`config.mk`:
```
export PLATFORM = sky130hd
export DESIGN_NAME = sps_ctrl
export DESIGN_NICKNAME = d
export VERILOG_FILES = /design/src/sps_pkg.sv /design/src/sps_ctrl.sv
export SDC_FILE = /design/constraint.sdc
export NUM_CORES = 1
export LEC_CHECK = 0
export BUFFER_PORTS_ARGS = -buffer_cell sky130_fd_sc_hd__buf_2
export CORE_UTILIZATION = 45
export CTS_CLUSTER_SIZE = 28
export DETAILED_ROUTE_END_ITERATION = 10
export MAX_ROUTING_LAYER = met4
export PLACE_DENSITY = 0.7
export SETUP_SLACK_MARGIN = 0.5
export SYNTH_ARGS = -nofsm -noshare
export SYNTH_HDL_FRONTEND = slang
export SYNTH_SLANG_ARGS = --single-unit
```
`constraint.sdc`:
```
create_clock -name clk_i -period 4.1 [get_ports clk_i]
set_input_delay 0.41 -clock clk_i [delete_from_list [all_inputs] [get_ports clk_i]]
set_output_delay 0.41 -clock clk_i [all_outputs]
set_load 0.05 [all_outputs]
```
`src/sps_pkg.sv`:
```
package sps_pkg;

  localparam int unsigned MaxResults = 54;
  localparam int unsigned ResCntW = 6;
  localparam int unsigned DivSteps = 32;

  localparam logic [1:0] REQ_CLEAR  = 2'd0;
  localparam logic [1:0] REQ_APPEND = 2'd1;
  localparam logic [1:0] REQ_SIEVE  = 2'd2;

  localparam logic REG_LIMIT = 1'b0;
  localparam logic REG_CLEN  = 1'b1;

  localparam logic [31:0] LimitReset = 32'd1000000;
  localparam logic [8:0]  ClenReset  = 9'd150;

  typedef enum logic [12:0] {
    ST_IDLE   = 13'b0000000000001,
    ST_SETUP  = 13'b0000000000010,
    ST_CALC   = 13'b0000000000100,
    ST_EVAL   = 13'b0000000001000,
    ST_FILL   = 13'b0000000010000,
    ST_TREAD  = 13'b0000000100000,
    ST_TWAIT  = 13'b0000001000000,
    ST_TCHK   = 13'b0000010000000,
    ST_DIV    = 13'b0000100000000,
    ST_MSTART = 13'b0001000000000,
    ST_MARK   = 13'b0010000000000,
    ST_SRD    = 13'b0100000000000,
    ST_SCK    = 13'b1000000000000
  } state_e;

  typedef struct packed {
    logic in_ready;
    logic mul;
    logic calc;
    logic eval;
    logic fill;
    logic t_rd;
    logic t_inc;
    logic sq;
    logic div_start;
    logic div_step;
    logic mstart;
    logic mark;
    logic s_rd;
    logic s_inc;
    logic take;
    logic push_mid;
    logic push_fin;
  } cmd_t;

  typedef struct packed {
    logic in_valid;
    logic req_sieve;
    logic empty;
    logic fill_last;
    logic t_end;
    logic p_small;
    logic sq_big;
    logic div_last;
    logic mark_more;
    logic hit;
    logic pend_v;
    logic out_free;
    logic s_last;
  } sts_t;

endpackage

```
`src/sps_ctrl.sv`:
```
module sps_ctrl (
  input  logic          clk_i,
  input  logic          rst_ni,
  input  sps_pkg::sts_t sts_i,
  output sps_pkg::cmd_t cmd_o
);
  import sps_pkg::*;

  state_e state_q, state_d;

  always_comb begin
    state_d = state_q;
    cmd_o   = '0;
    case (state_q)
      ST_IDLE: begin
        cmd_o.in_ready = 1'b1;
        if (sts_i.in_valid && sts_i.req_sieve) begin
          state_d = ST_SETUP;
        end
      end
      ST_SETUP: begin
        cmd_o.mul = 1'b1;
        state_d = ST_CALC;
      end
      ST_CALC: begin
        cmd_o.calc = 1'b1;
        state_d = ST_EVAL;
      end
      ST_EVAL: begin
        cmd_o.eval = 1'b1;
        state_d = sts_i.empty ? ST_SCK : ST_FILL;
        if (sts_i.empty) begin
          state_d = ST_SRD;
        end
      end
      ST_FILL: begin
        cmd_o.fill = 1'b1;
        if (sts_i.fill_last) begin
          state_d = ST_TREAD;
        end
      end
      ST_TREAD: begin
        if (sts_i.t_end) begin
          state_d = ST_SRD;
        end else begin
          cmd_o.t_rd = 1'b1;
          state_d = ST_TWAIT;
        end
      end
      ST_TWAIT: begin
        cmd_o.sq = 1'b1;
        state_d = ST_TCHK;
      end
      ST_TCHK: begin
        if (sts_i.p_small) begin
          cmd_o.t_inc = 1'b1;
          state_d = ST_TREAD;
        end else if (sts_i.sq_big) begin
          state_d = ST_SRD;
        end else begin
          cmd_o.div_start = 1'b1;
          state_d = ST_DIV;
        end
      end
      ST_DIV: begin
        cmd_o.div_step = 1'b1;
        if (sts_i.div_last) begin
          state_d = ST_MSTART;
        end
      end
      ST_MSTART: begin
        cmd_o.mstart = 1'b1;
        state_d = ST_MARK;
      end
      ST_MARK: begin
        if (sts_i.mark_more) begin
          cmd_o.mark = 1'b1;
        end else begin
          cmd_o.t_inc = 1'b1;
          state_d = ST_TREAD;
        end
      end
      ST_SRD: begin
        if (sts_i.empty) begin
          if (sts_i.out_free) begin
            cmd_o.push_fin = 1'b1;
            state_d = ST_IDLE;
          end
        end else begin
          cmd_o.s_rd = 1'b1;
          state_d = ST_SCK;
        end
      end
      ST_SCK: begin
        if (!(sts_i.hit && sts_i.pend_v && !sts_i.out_free)) begin
          if (sts_i.hit) begin
            cmd_o.take = 1'b1;
            cmd_o.push_mid = sts_i.pend_v;
          end
          if (sts_i.s_last) begin
            state_d = ST_SRD;
            cmd_o.eval = 1'b0;
            cmd_o.s_inc = 1'b1;
          end else begin
            cmd_o.s_inc = 1'b1;
            state_d = ST_SRD;
          end
        end
      end
      default: state_d = ST_IDLE;
    endcase
  end

  always_ff @(posedge clk_i or negedge rst_ni) begin
    if (!rst_ni) begin
      state_q <= ST_IDLE;
    end else begin
      state_q <= state_d;
    end
  end
endmodule

```
==> results by group, run 1 <==
Global route
  • Total global routing overflow: 0
  • Pin count of the biggest net entering global routing: 14
  • Via count of the first global-routing pass: 988
  • All-layer global routing usage: 22.8%
  • Antenna violations before repair: 0
  • Global-route wire length before repair: 4570 microns

Die
  • Starting Density: 47.4%
  • Ports: 32
  • Floorplan die width: 53.1 microns
  • Height of the chip: 53.1 microns
  • Die outline area: 2820 sq um
  • Core Rows: 18
  • Area of the core region: 2480 sq um

Worst setup path
  • Buf/Inv on CP: 1
  • Sort of element at the start of the critical path: flip-flop
  • Endpoint arrival time on the critical path: 2.52 ns
  • Worst-path cell with the longest stage delay: sky130_fd_sc_hd__nor4_4
  • Highest net fanout along the worst path: 10
  • Crit. End Element: primary output
  • Reg2reg setup slack: 1.90 ns
  • Critical path data required time: 3.69 ns
  • Slowest stage delay, CP: 0.54 ns
  • Type of the worst setup path: flip-flop to primary output
  • Cell breakdown of the critical path: nor4_4, nand3b_4, or3_4, nor4b_4, buf_2
  • Delay-heaviest family, CP: simple AND/OR/NAND/NOR gates

STA
  • Tcrit/Tclk final: 71.4%
  • Max-slew headroom: 63.6%
  • Hold Fails Final Rpt: 0
  • Slew at the pin closest to its max-slew limit: 0.541 ns
  • FMAX: 342 MHz
  • Final Skew: 0.00256 ns
  • Period minus WS final: 2.93 ns
  • Slew Viols, Final: 0
  • Aggregate negative setup slack: 0 ns
  • Total setup violations reported at the end of the flow: 0
  • RSZ-0062 raised after global routing: no

CTS
  • Clock slew at the register clock pins of the worst setup and hold paths: 0.09 ns
  • Post-CTS Hold Buffers: 0
  • Clock net sink count: 13
  • Post-CTS Setup Inserts: 0
  • CTS-repair resized insts: 0
  • CTS tree: done
  • Cts bufs inserted: 3
  • Clk buf depth: 2
  • Clock latency of the later-clocked register in the worst-skew pair: 0.28 ns
  • H-tree Lvls: 1
  • Root cell of the clock tree: sky130_fd_sc_hd__clkbuf_4

Logic synthesis
  • Number of distinct standard cells referenced by the synthesized netlist: 49
  • Most frequent cell after synthesis: sky130_fd_sc_hd__dfrtp_1
  • Synth Instances: 128
  • Fraction of registers with async set/reset: 100%
  • Cell type with the largest total area after synthesis: sky130_fd_sc_hd__dfrtp_1
  • Syn. warnings: 0
  • Sequential share of the synthesized area: 27.8%
  • Net count after synthesis: 143
  • Area share of the largest cell type after synthesis: 25.6%
  • Top cells by area, synth: sky130_fd_sc_hd__dfrtp_1 (26%), sky130_fd_sc_hd__nor4_4 (7.2%), sky130_fd_sc_hd__nor4_1 (5.3%), sky130_fd_sc_hd__nor3_1 (3.8%), sky130_fd_sc_hd__nand2_1 (2.9%)
  • Flops & latches, synth: 13
  • Flip-flop cell with the highest count after synthesis: sky130_fd_sc_hd__dfrtp_1
  • Netlist area before placement: 1170 sq um
  • EDFF count, synth: 0
  • Avg Cell Area, Syn: 9.18 sq um
  • Commonest cells post-synth: sky130_fd_sc_hd__dfrtp_1 (12), sky130_fd_sc_hd__nor4_1 (10), sky130_fd_sc_hd__nand2_1 (9), sky130_fd_sc_hd__nor3_1 (9), sky130_fd_sc_hd__nor2_1 (8)

Worst hold path
  • Worst hold-check path type: input port to asynchronous set/reset pin

Cells and area
  • Fraction of final layout cells with drive strength greater than 1: 32.5%
  • Number of nets in the final layout: 167
  • Antenna diodes: 0
  • Post-route cell area: 1290 sq um
  • Number of flip-flops in the largest register: 13
  • Post-layout instance count excluding filler cells: 181
  • Fin util: 52.3%
  • Register with the most flip-flops: state_q
  • Synthesis-to-finish area growth: 10.2%
  • Largest registers: state_q: 13 flops
  • Number of fillers in the final layout: 244
  • Multi-input gate area in the final layout: 743 sq um
  • Register area: 327 sq um

Power and ir drop
  • Clk pwr share: 14.3%
  • Static power due to leakage: 0.579 nW
  • Cell Pwr Density: 452 nW/um^2
  • Worst VDD drop: 0.285 mV
  • Gate power share: 51.6%
  • Cell-internal power: 0.304 mW
  • Flop pwr share: 34.1%
  • Switching power summed over all nets: 0.281 mW
  • Switching power share of the total: 48.0%

Place
  • Number of instances in the placed design: 177
  • Placer Congestion: 0.866
  • Cell area reported after detailed placement: 1270 sq um
  • Total of buffers placed on input and output ports: 30
  • HPWL after DPL: 2040 microns

Routing
  • WL final: 2770 microns
  • Via Count: 1090
  • Routed Antenna Nets: 0
  • Iteration count of the initial detailed-routing pass: 7
  • Residual DRC count: 1
  • Violation count after the first detailed-routing iteration: 20
  • DR vias/cell: 6.02
  • Wire per inst: 15.3 microns

Run status
  • Result of the run: complete, but fails checks
  • Violated checks: DRC

Flow run
  • Maxcap violations: 0
[metrics by stage]
step	power [mW]	hold WS (ns)	setup WS, ns
global route	0.628	0.0207	1.05
global placement	0.495	0.326	1.55
CTS	0.586	0.0251	1.16
finish	0.586	0.00986	1.17
floorplan	0.459	0.114	0.780
detailed placement	0.504	0.328	1.47
[power groups by stage]
stage | Combinational, mW | Sequential [mW] | Clock (mW)
after floorplan | 0.305 | 0.154 | 0
after global placement | 0.297 | 0.198 | 0
after detailed placement | 0.303 | 0.202 | 0
after CTS | 0.303 | 0.199 | 0.0843
after global routing | 0.334 | 0.202 | 0.0921
final | 0.303 | 0.200 | 0.0837
[worst register-to-register path: cells and delay by family, from the launching register on]
family	cells	cell delay [ns]
mux	1	0.28
flops	1	0.52
simple gates	2	0.72
compound gates	2	0.62
[cells by family (layout without fill, tap and decap cells)]
family / count (synthesis) / after routing / synth area share, %
simple gates: 76 / 76 / 48.5
mux: 1 / 1 / 0.958
xor+xnor: 4 / 4 / 2.98
compound gates: 20 / 20 / 10.9
buf+inv: 14 / 37 / 8.95
flops: 13 / 13 / 27.8
[worst paths after layout]
path,start,to,cells after the start
worst max-delay path,state_q[5]$_DFFE_PN0P_,cmd_o[4],5
worst min-delay path,rst_ni,state_q[1]$_DFFE_PN0P_,1
worst max register to register,state_q[5]$_DFFE_PN0P_,state_q[0]$_DFFE_PN1P_,5
worst min register to register,state_q[4]$_DFFE_PN0P_,state_q[7]$_DFFE_PN0P_,1
max in group asynchronous,rst_ni,state_q[0]$_DFFE_PN1P_,1
min in group clk_i,sts_i[8],state_q[6]$_DFFE_PN0P_,4
[layout by cell type, fill, tap and decap left out, types with 2 or more instances in the layout]
cell type,n
sky130_fd_sc_hd__inv_1,3
sky130_fd_sc_hd__clkbuf_4,3
sky130_fd_sc_hd__xor2_1,3
sky130_fd_sc_hd__nor3_1,9
sky130_fd_sc_hd__nor2_1,8
sky130_fd_sc_hd__o21ai_0,3
sky130_fd_sc_hd__nand4_1,3
sky130_fd_sc_hd__nand3b_1,4
sky130_fd_sc_hd__nand3_1,3
sky130_fd_sc_hd__or2_1,2
sky130_fd_sc_hd__nand2b_1,3
sky130_fd_sc_hd__a31oi_1,3
sky130_fd_sc_hd__nor2b_1,2
sky130_fd_sc_hd__a21oi_1,6
sky130_fd_sc_hd__nor4b_1,3
sky130_fd_sc_hd__nand2_1,9
sky130_fd_sc_hd__dfrtp_1,12
sky130_fd_sc_hd__buf_2,30
sky130_fd_sc_hd__nor4_1,10
sky130_fd_sc_hd__nor4_4,4
[layout make-up]
cell class	instances	area share [%]
multi-input combinational	101	57.4
timing repair buffer	30	11.6
sequential	13	25.2
tap	30	2.90
clock buffer	4	2.03
inverter	3	0.870
[layer usage]
metal | GRT usage (%) | vias up | routed length, microns
met5 | - | - | 0
met4 | 6.58 | 0 | 12
met3 | 2.59 | 2 | 101
met2 | 36.7 | 30 | 1390
met1 | 30.0 | 530 | 1260
li1 | - | 528 | -
No activity file was read; power rests on OpenSTA's default activity.
==> run 2: changes to the inputs <==
PLACE_DENSITY = 0.73   (was 0.7)
clock period = 2.5 ns   (was 4.1 ns; I/O delays follow)
==> run 2 against run 1 <==
  * The flow now finishes without violations
  * Critical path depth is the same
  * Clock-buffer cell count is the same
  * Die area is the same
  * Total power grew to 2.9 times the previous value
  * Flip-flop and latch count is the same
  * First-iteration DRC count grew to 2.8 times the previous value
  * Sequential share of layout area shrank 9.3 points
  * Register-to-register slack lost 1.7 ns
  * Largest power group unchanged
  * Highest routed layer unchanged
==> results by group, run 2 (synthesis results as in run 1) <==
Run status
  • Result of the run: complete, no violations

Worst setup path
  • Reg2reg setup slack: 0.25 ns (-1.65 ns)
  • Cell breakdown of the critical path: nor4_4, nand3b_4, or3_4, nor4b_4, buf_6
  • Timing endpoint of the critical path: cmd_o[4]
  • Reg-to-reg critical path startpoint: state_q[3]$_DFFE_PN0P_
  • Worst-path cell with the longest stage delay: sky130_fd_sc_hd__dfrtp_1
  • Slowest stage delay, CP: 0.43 ns (-0.11 ns)
  • Sort of element at the start of the critical path: flip-flop
  • FF-to-FF path depth: 9 (+4)
  • End of the worst register-to-register path: state_q[0]$_DFFE_PN1P_
  • First element of the critical path: state_q[3]$_DFFE_PN0P_
  • Type of the worst setup path: flip-flop to primary output
  • Endpoint arrival time on the critical path: 2.22 ns (-0.30 ns)
  • Highest net fanout along the worst path: 3 (-7)
  • Critical path data required time: 2.25 ns (-1.44 ns)
  • Delay-heaviest family, CP: simple AND/OR/NAND/NOR gates
  • Crit. End Element: primary output
  • Buf/Inv on CP: 1 (unchanged)
  • CP Depth: 5 (unchanged)

Global route
  • Pin count of the biggest net entering global routing: 14 (unchanged)
  • Total global routing overflow: 0 (unchanged)
  • Most heavily used metal layer in global routing: met2
  • All-layer global routing usage: 32.0% (+9.2 points)
  • Antenna violations before repair: 0 (unchanged)
  • Via count of the first global-routing pass: 1250 (+27%)
  • Global-route wire length before repair: 6210 microns (+36%)
  • Met2 Resource Use GR: 53.2% (+16 points)
  • Global-route track usage on met1: 37.7% (+7.7 points)
  • Met3 GRT Util: 7.76% (+5.2 points)

Cells and area
  • Number of flip-flops in the largest register: 13 (unchanged)
  • Register with the most flip-flops: state_q
  • Antenna diodes: 0 (unchanged)
  • Commonest non-fill, non-tap cell in the layout: sky130_fd_sc_hd__buf_4
  • Largest registers: state_q: 13 flops
  • Fraction of final layout cells with drive strength greater than 1: 62.6% (+30 points)
  • Post-route cell area: 2090 sq um (+62%)
  • Top library cells by usage in the layout, fill and taps aside: sky130_fd_sc_hd__buf_4 (26), sky130_fd_sc_hd__buf_6 (24), sky130_fd_sc_hd__buf_2 (13)
  • Number of nets in the final layout: 206 (+23%)
  • Synthesis-to-finish area growth: 78.3%

Die
  • Area of the core region: 2480 sq um (unchanged)
  • Floorplan die width: 53.1 microns (unchanged)
  • Die outline area: 2820 sq um (unchanged)
  • Starting Density: 47.4% (unchanged)
  • Ports: 32 (unchanged)
  • Height of the chip: 53.1 microns (unchanged)
  • Core Rows: 18 (unchanged)

STA
  • Total setup violations reported at the end of the flow: 0 (unchanged)
  • Final Skew: 0.00602 ns (+0.00346 ns)
  • Slew Viols, Final: 0 (unchanged)
  • Aggregate negative setup slack: 0 ns (unchanged)
  • Hold slack: 0.215 ns (+0.205 ns)
  • Max-slew headroom: 71.4% (+7.8 points)
  • Period minus WS final: 2.47 ns
  • Tcrit/Tclk final: 98.8%
  • Hold Fails Final Rpt: 0 (unchanged)
  • Slew at the pin closest to its max-slew limit: 0.423 ns (-0.118 ns)
  • RSZ-0062 raised after global routing: yes
  • FMAX: 405 MHz

Place
  • Total of buffers placed on input and output ports: 30 (unchanged)
  • Placer Congestion: 0.865 (-0.14%)
  • Cell area reported after detailed placement: 1490 sq um (+17%)
  • HPWL after DPL: 2280 microns (+12%)

Routing
  • Iteration count of the initial detailed-routing pass: 4 (-3)
  • Via Count: 1404 (+29%)
  • Violation count after the first detailed-routing iteration: 55 (+180%)
  • Residual DRC count: 0 (-1)
  • WL final: 4940 microns (+79%)
  • Wire per inst: 22.5 microns (+47%)
  • DR vias/cell: 6.38 (+6.0%)
  • Routed Antenna Nets: 0 (unchanged)

Flow run
  • Maxcap violations: 0 (unchanged)

Worst hold path
  • Worst hold-check path type: input port to flip-flop

Power and ir drop
  • Flop pwr share: 17.2% (-17 points)
  • Static power due to leakage: 0.868 nW (+50%)
  • Cell Pwr Density: 814 nW/um^2 (+80%)
  • Worst VDD drop: 0.993 mV (+250%)
  • Cell-internal power: 0.898 mW (+200%)
  • Post-layout total power: 1.70 mW (+190%)
  • Switching power summed over all nets: 0.807 mW (+190%)
  • Switching power share of the total: 47.3% (-0.71 points)
  • Gate power share: 73.9% (+22 points)
  • Clk pwr share: 8.9% (-5.4 points)

CTS
  • Clk buf depth: 2 (unchanged)
  • Root cell of the clock tree: sky130_fd_sc_hd__clkbuf_4
  • CTS tree: done
  • Clock slew at the register clock pins of the worst setup and hold paths: 0.09 ns (about the same)
  • Clock net sink count: 13 (unchanged)
  • Clock latency of the later-clocked register in the worst-skew pair: 0.31 ns (+0.03 ns)
  • Cts bufs inserted: 3 (unchanged)
  • H-tree Lvls: 1 (unchanged)
-- run 2: cell types whose count changed in the layout (fill, tap and decap cells not counted), sizes merged --
cell	delta
buf	+38
dlygate4sd3	+1
-- run 2: metrics by stage --
step	util, %	std cells	setup WS, ns
floorplan	-	128	0.128
global placement	59.9	189	0.273
detailed placement	59.9	189	0.285
CTS	76.0	210	0.153
global route	84.5	220	-0.0457
finish	84.5	220	0.0301
-- run 2: worst min path at each step --
stage	start	to	slack [ns]	depth (start not counted)
finish	sts_i[5]	state_q[8]$_DFFE_PN0P_	0.21	3
global route	sts_i[5]	state_q[8]$_DFFE_PN0P_	0.22	3
CTS	sts_i[5]	state_q[8]$_DFFE_PN0P_	0.22	3
detailed placement	rst_ni	state_q[3]$_DFFE_PN0P_	0.17	1
global placement	rst_ni	state_q[3]$_DFFE_PN0P_	0.16	1
floorplan	rst_ni	state_q[10]$_DFFE_PN0P_	-0.05	0
-- run 2: worst reg2reg max path: stages, from the launching register on --
cell                       delay (ns)
sky130_fd_sc_hd__dfrtp_1         0.43
sky130_fd_sc_hd__nor4_4          0.41
sky130_fd_sc_hd__buf_4           0.20
sky130_fd_sc_hd__nand3b_4        0.10
sky130_fd_sc_hd__buf_6           0.13
sky130_fd_sc_hd__buf_8           0.13
sky130_fd_sc_hd__buf_6           0.13
sky130_fd_sc_hd__nor3_2          0.23
sky130_fd_sc_hd__nor4_4          0.09
sky130_fd_sc_hd__mux2_4          0.31
-- run 2: layer usage --
layer  vias to the layer above  wire length (microns)
met5                         -                      0
met4                         0                    133
met3                        17                    331
met2                        70                   2620
met1                       698                   1850
li1                        619                      -
-- run 2: timing repair --
action                     4_1_cts  5_1_grt
setup endpoints to repair       22       22
buffers inserted                16       10
hold buffers                     1        0
hold endpoints to repair        12        0
gates resized for setup         61       28
pin swaps                       10        8
-- run 2: cell type report --
class	count	area, sq um
Clock buffer	4	26.3
Fill cell	132	383
Inverter	3	11.3
Multi-Input combinational cell	101	1070
Sequential cell	13	334
Tap cell	30	37.5
Timing Repair Buffer	69	616
-- run 2: power groups by stage --
stage	logic, mW	clock network, mW	registers (mW)
finish	1.26	0.152	0.293
global route	1.30	0.163	0.297
CTS	0.930	0.148	0.311
detailed placement	0.649	0	0.304
global placement	0.637	0	0.299
floorplan	0.566	0	0.253
==> run 3: changes to the inputs <==
ABC_AREA = 1   (was default)
CORE_UTILIZATION = 44   (was 45)
PLACE_DENSITY = 0.74   (was 0.73)
==> run 3 against run 2 <==
  * Critical path depth increased by 2
  * Combinational power decreased by 61%
  * Non-clock buffer count decreased by 33
  * Clock skew increased by 0.00070 ns
  * Via count decreased by 25%
  * Final area decreased by 37%
  * Clock power decreased by 13%
  * Sequential share of layout area increased by 9.0 points
  * Hold slack got worse by 0.052 ns
  * Die area decreased by 16%
  * Synthesized cell count increased by 17%
  * Critical endpoint unchanged
  * Largest cell class unchanged
  * Highest routed layer unchanged
==> results by group, run 3 <==
Worst setup path
  • Highest net fanout along the worst path: 6 (+3)
  • Worst-path cell with the longest stage delay: sky130_fd_sc_hd__dfrtp_1
  • Slowest stage delay, CP: 0.43 ns (about the same)
  • Buf/Inv on CP: 2 (+1)
  • Delay-heaviest family, CP: simple AND/OR/NAND/NOR gates
  • Endpoint arrival time on the critical path: 1.66 ns (-0.56 ns)
  • Type of the worst setup path: flip-flop to primary output
  • Critical path data required time: 2.25 ns (about the same)
  • Sort of element at the start of the critical path: flip-flop
  • Crit. End Element: primary output
  • Cell breakdown of the critical path: nor2_2, nand2_2, nor2_8, buf_2, nand2_1, nor2_1, buf_6

Routing
  • DR vias/cell: 4.83 (-24%)
  • Violation count after the first detailed-routing iteration: 27 (-51%)
  • Residual DRC count: 0 (unchanged)
  • Iteration count of the initial detailed-routing pass: 4 (unchanged)
  • Via Count: 1048 (-25%)
  • WL final: 2410 microns (-51%)
  • Wire per inst: 11.1 microns (-50%)
  • Routed Antenna Nets: 0 (unchanged)

Place
  • Total of buffers placed on input and output ports: 30 (unchanged)
  • Number of instances in the placed design: 207 (+9.5%)
  • Placer Congestion: 0.829 (-4.1%)
  • HPWL after DPL: 1850 microns (-19%)

STA
  • RSZ-0062 raised after global routing: yes
  • Aggregate negative setup slack: 0 ns (unchanged)
  • FMAX: 523 MHz (+29%)
  • Tcrit/Tclk final: 76.5% (-22 points)
  • Slew Viols, Final: 0 (unchanged)
  • Slew at the pin closest to its max-slew limit: 0.396 ns (-0.0270 ns)
  • Total setup violations reported at the end of the flow: 0 (unchanged)
  • Hold Fails Final Rpt: 0 (unchanged)
  • Max-slew headroom: 73.4% (+2.0 points)
  • Period minus WS final: 1.91 ns (-0.557 ns)
  • Final Skew: 0.00673 ns (+0.000704 ns)

Global route
  • Total global routing overflow: 0 (unchanged)
  • Pin count of the biggest net entering global routing: 14 (unchanged)
  • Antenna violations before repair: 0 (unchanged)
  • Global-route wire length before repair: 3970 microns (-36%)
  • All-layer global routing usage: 21.9% (-10 points)
  • Via count of the first global-routing pass: 948 (-24%)

CTS
  • Root cell of the clock tree: sky130_fd_sc_hd__clkbuf_4
  • CTS tree: done
  • Clock slew at the register clock pins of the worst setup and hold paths: 0.09 ns (about the same)
  • H-tree Lvls: 1 (unchanged)
  • Clk buf depth: 2 (unchanged)
  • Cts bufs inserted: 3 (unchanged)
  • Clock latency of the later-clocked register in the worst-skew pair: 0.27 ns (-0.04 ns)
  • Clock net sink count: 13 (unchanged)

Logic synthesis
  • Most frequent cell after synthesis: sky130_fd_sc_hd__nor2_1
  • Avg Cell Area, Syn: 6.42 sq um (-30%)
  • Netlist area before placement: 963 sq um (-18%)
  • Commonest cells post-synth: sky130_fd_sc_hd__nor2_1 (35), sky130_fd_sc_hd__nand2_1 (28), sky130_fd_sc_hd__inv_1 (26)
  • Fraction of registers with async set/reset: 100% (unchanged)
  • Number of distinct standard cells referenced by the synthesized netlist: 25 (-49%)
  • Syn. warnings: 0 (unchanged)
  • Sequential share of the synthesized area: 33.9% (+6.1 points)
  • Flip-flop cell with the highest count after synthesis: sky130_fd_sc_hd__dfrtp_1
  • EDFF count, synth: 0 (unchanged)
  • Synth Instances: 150 (+17%)
  • Top cells by area, synth: sky130_fd_sc_hd__dfrtp_1 (31%), sky130_fd_sc_hd__nor2_1 (14%), sky130_fd_sc_hd__nand2_1 (11%), sky130_fd_sc_hd__inv_1 (10%), sky130_fd_sc_hd__nand3_1 (5.7%)
  • Net count after synthesis: 165 (+15%)
  • Cell type with the largest total area after synthesis: sky130_fd_sc_hd__dfrtp_1
  • Flops & latches, synth: 13 (unchanged)
  • Area share of the largest cell type after synthesis: 31.2% (+5.6 points)

Power and ir drop
  • Worst VDD drop: 0.494 mV (-50%)
  • Cell Pwr Density: 682 nW/um^2 (-16%)
  • Gate power share: 55.6% (-18 points)
  • Flop pwr share: 29.6% (+12 points)
  • Post-layout total power: 0.895 mW (-48%)
  • Cell-internal power: 0.472 mW (-47%)
  • Static power due to leakage: 0.811 nW (-6.6%)
  • Switching power share of the total: 47.2% (-0.095 points)
  • Clk pwr share: 14.8% (+5.9 points)
  • Switching power summed over all nets: 0.423 mW (-48%)

Run status
  • Result of the run: complete, no violations

Cells and area
  • Top library cells by usage in the layout, fill and taps aside: sky130_fd_sc_hd__nor2_1 (32), sky130_fd_sc_hd__inv_1 (25), sky130_fd_sc_hd__nand2_1 (25)
  • Antenna diodes: 0 (unchanged)
  • Post-layout instance count excluding filler cells: 217 (-1.4%)
  • Commonest non-fill, non-tap cell in the layout: sky130_fd_sc_hd__nor2_1
  • Fin util: 65.5% (-19 points)
  • Largest registers: state_q: 13 flops
  • Fraction of final layout cells with drive strength greater than 1: 35.8% (-27 points)
  • Number of nets in the final layout: 206 (unchanged)
  • Number of flip-flops in the largest register: 13 (unchanged)
  • Register with the most flip-flops: state_q
  • Synthesis-to-finish area growth: 36.1%

Die
  • Height of the chip: 48.8 microns (-8.1%)
  • Area of the core region: 2000 sq um (-19%)
  • Starting Density: 48.1% (+0.70 points)
  • Core Rows: 16 (-2)
  • Die outline area: 2380 sq um (-16%)
  • Ports: 32 (unchanged)
  • Floorplan die width: 48.8 microns (-8.1%)

Flow run
  • Maxcap violations: 0 (unchanged)

Worst hold path
  • Worst hold-check path type: input port to flip-flop
run 3: cell count changes in the layout (fill, tap and decap cells not counted), moves of 4 or more:
cell                      change
sky130_fd_sc_hd__inv_1       +22
sky130_fd_sc_hd__nand3_1      +7
sky130_fd_sc_hd__buf_6       -21
sky130_fd_sc_hd__buf_8        -5
sky130_fd_sc_hd__nor2_1      +28
sky130_fd_sc_hd__inv_2        +4
sky130_fd_sc_hd__buf_2       +11
sky130_fd_sc_hd__nand2_2      +8
sky130_fd_sc_hd__buf_4       -21
sky130_fd_sc_hd__nor4_1       -4
sky130_fd_sc_hd__nor4_4      -10
sky130_fd_sc_hd__nand2_1     +17
run 3: power groups by stage:
| stage | combinational (mW) | sequential (mW) | clock [mW] |
|---|---|---|---|
| 6_report | 0.497 | 0.265 | 0.132 |
| 5_1_grt | 0.553 | 0.269 | 0.146 |
| 4_1_cts | 0.448 | 0.262 | 0.134 |
| 3_5_place_dp | 0.433 | 0.266 | 0 |
| 3_3_place_gp | 0.429 | 0.264 | 0 |
| 2_1_floorplan | 0.347 | 0.261 | 0 |
run 3: final timing paths:
kind | from | end | slack, ns | cells past startpoint
worst max-delay path | state_q[2]$_DFFE_PN0P_ | cmd_o[4] | 0.59 | 7
worst min-delay path | sts_i[8] | state_q[6]$_DFFE_PN0P_ | 0.16 | 2
worst max register to register | state_q[2]$_DFFE_PN0P_ | state_q[11]$_DFFE_PN0P_ | 0.76 | 12
worst min register to register | state_q[0]$_DFFE_PN1P_ | state_q[0]$_DFFE_PN1P_ | 0.55 | 2
max in group asynchronous | rst_ni | state_q[0]$_DFFE_PN1P_ | 1.82 | 2
min in group asynchronous | rst_ni | state_q[4]$_DFFE_PN0P_ | 0.39 | 2
run 3: metrics by stage:
step | instance area (sq um) | hold WS (ns) | setup WS (ns)
after CTS | 1240 | 0.157 | 0.513
after global placement | 1160 | 0.165 | 0.704
after detailed placement | 1160 | 0.159 | 0.691
after floorplan | 981 | -0.0456 | 0.433
after global routing | 1310 | 0.158 | 0.479
final | 1310 | 0.162 | 0.587
run 3: cells by family (layout without fill, tap and decap cells):
group | count (synthesis) | in the layout | synth area share, %
AO/OA/AOI/OAI | 9 | 9 | 5.71
AND/OR/NAND/NOR | 99 | 99 | 49.1
buffers and inverters | 29 | 69 | 11.3
flip-flops | 13 | 13 | 33.9
run 3: routing by layer:
layer	global-route usage, %	routed length, microns	part of all wire [%]
met1	28.1	1150	48
met3	2.80	74	3.1
met2	35.9	1150	48
met5	-	0	0
met4	6.86	36	1.5
run 3: area by class of cell:
class	instances	area (sq um)
sequential	13	327
multi-input combinational	108	592
inverter	29	109
fill	195	691
clock buffer	4	26.3
timing repair buffer	36	224
tap	27	33.8
run 3: timing repair:
action | 4_1_cts | 5_1_grt
hold endpoints to repair | 12 | 0
pin swaps | 2 | 4
hold buffers | 1 | 0
setup endpoints to repair | 4 | 12
cloned | 0 | 0
resized for setup | 9 | 16
setup buffers | 1 | 4
run 3: worst reg2reg max path: stages, from the launching register on:
cell	delay [ns]
sky130_fd_sc_hd__dfrtp_1	0.43
sky130_fd_sc_hd__nor2_2	0.15
sky130_fd_sc_hd__nand2_2	0.11
sky130_fd_sc_hd__nor2_8	0.13
sky130_fd_sc_hd__buf_2	0.17
sky130_fd_sc_hd__buf_4	0.12
sky130_fd_sc_hd__nand3_1	0.08
sky130_fd_sc_hd__o21ai_2	0.10
sky130_fd_sc_hd__nor2_2	0.06
sky130_fd_sc_hd__nand2_2	0.11
sky130_fd_sc_hd__inv_2	0.05
sky130_fd_sc_hd__o21ai_1	0.07
sky130_fd_sc_hd__nand2_1	0.06
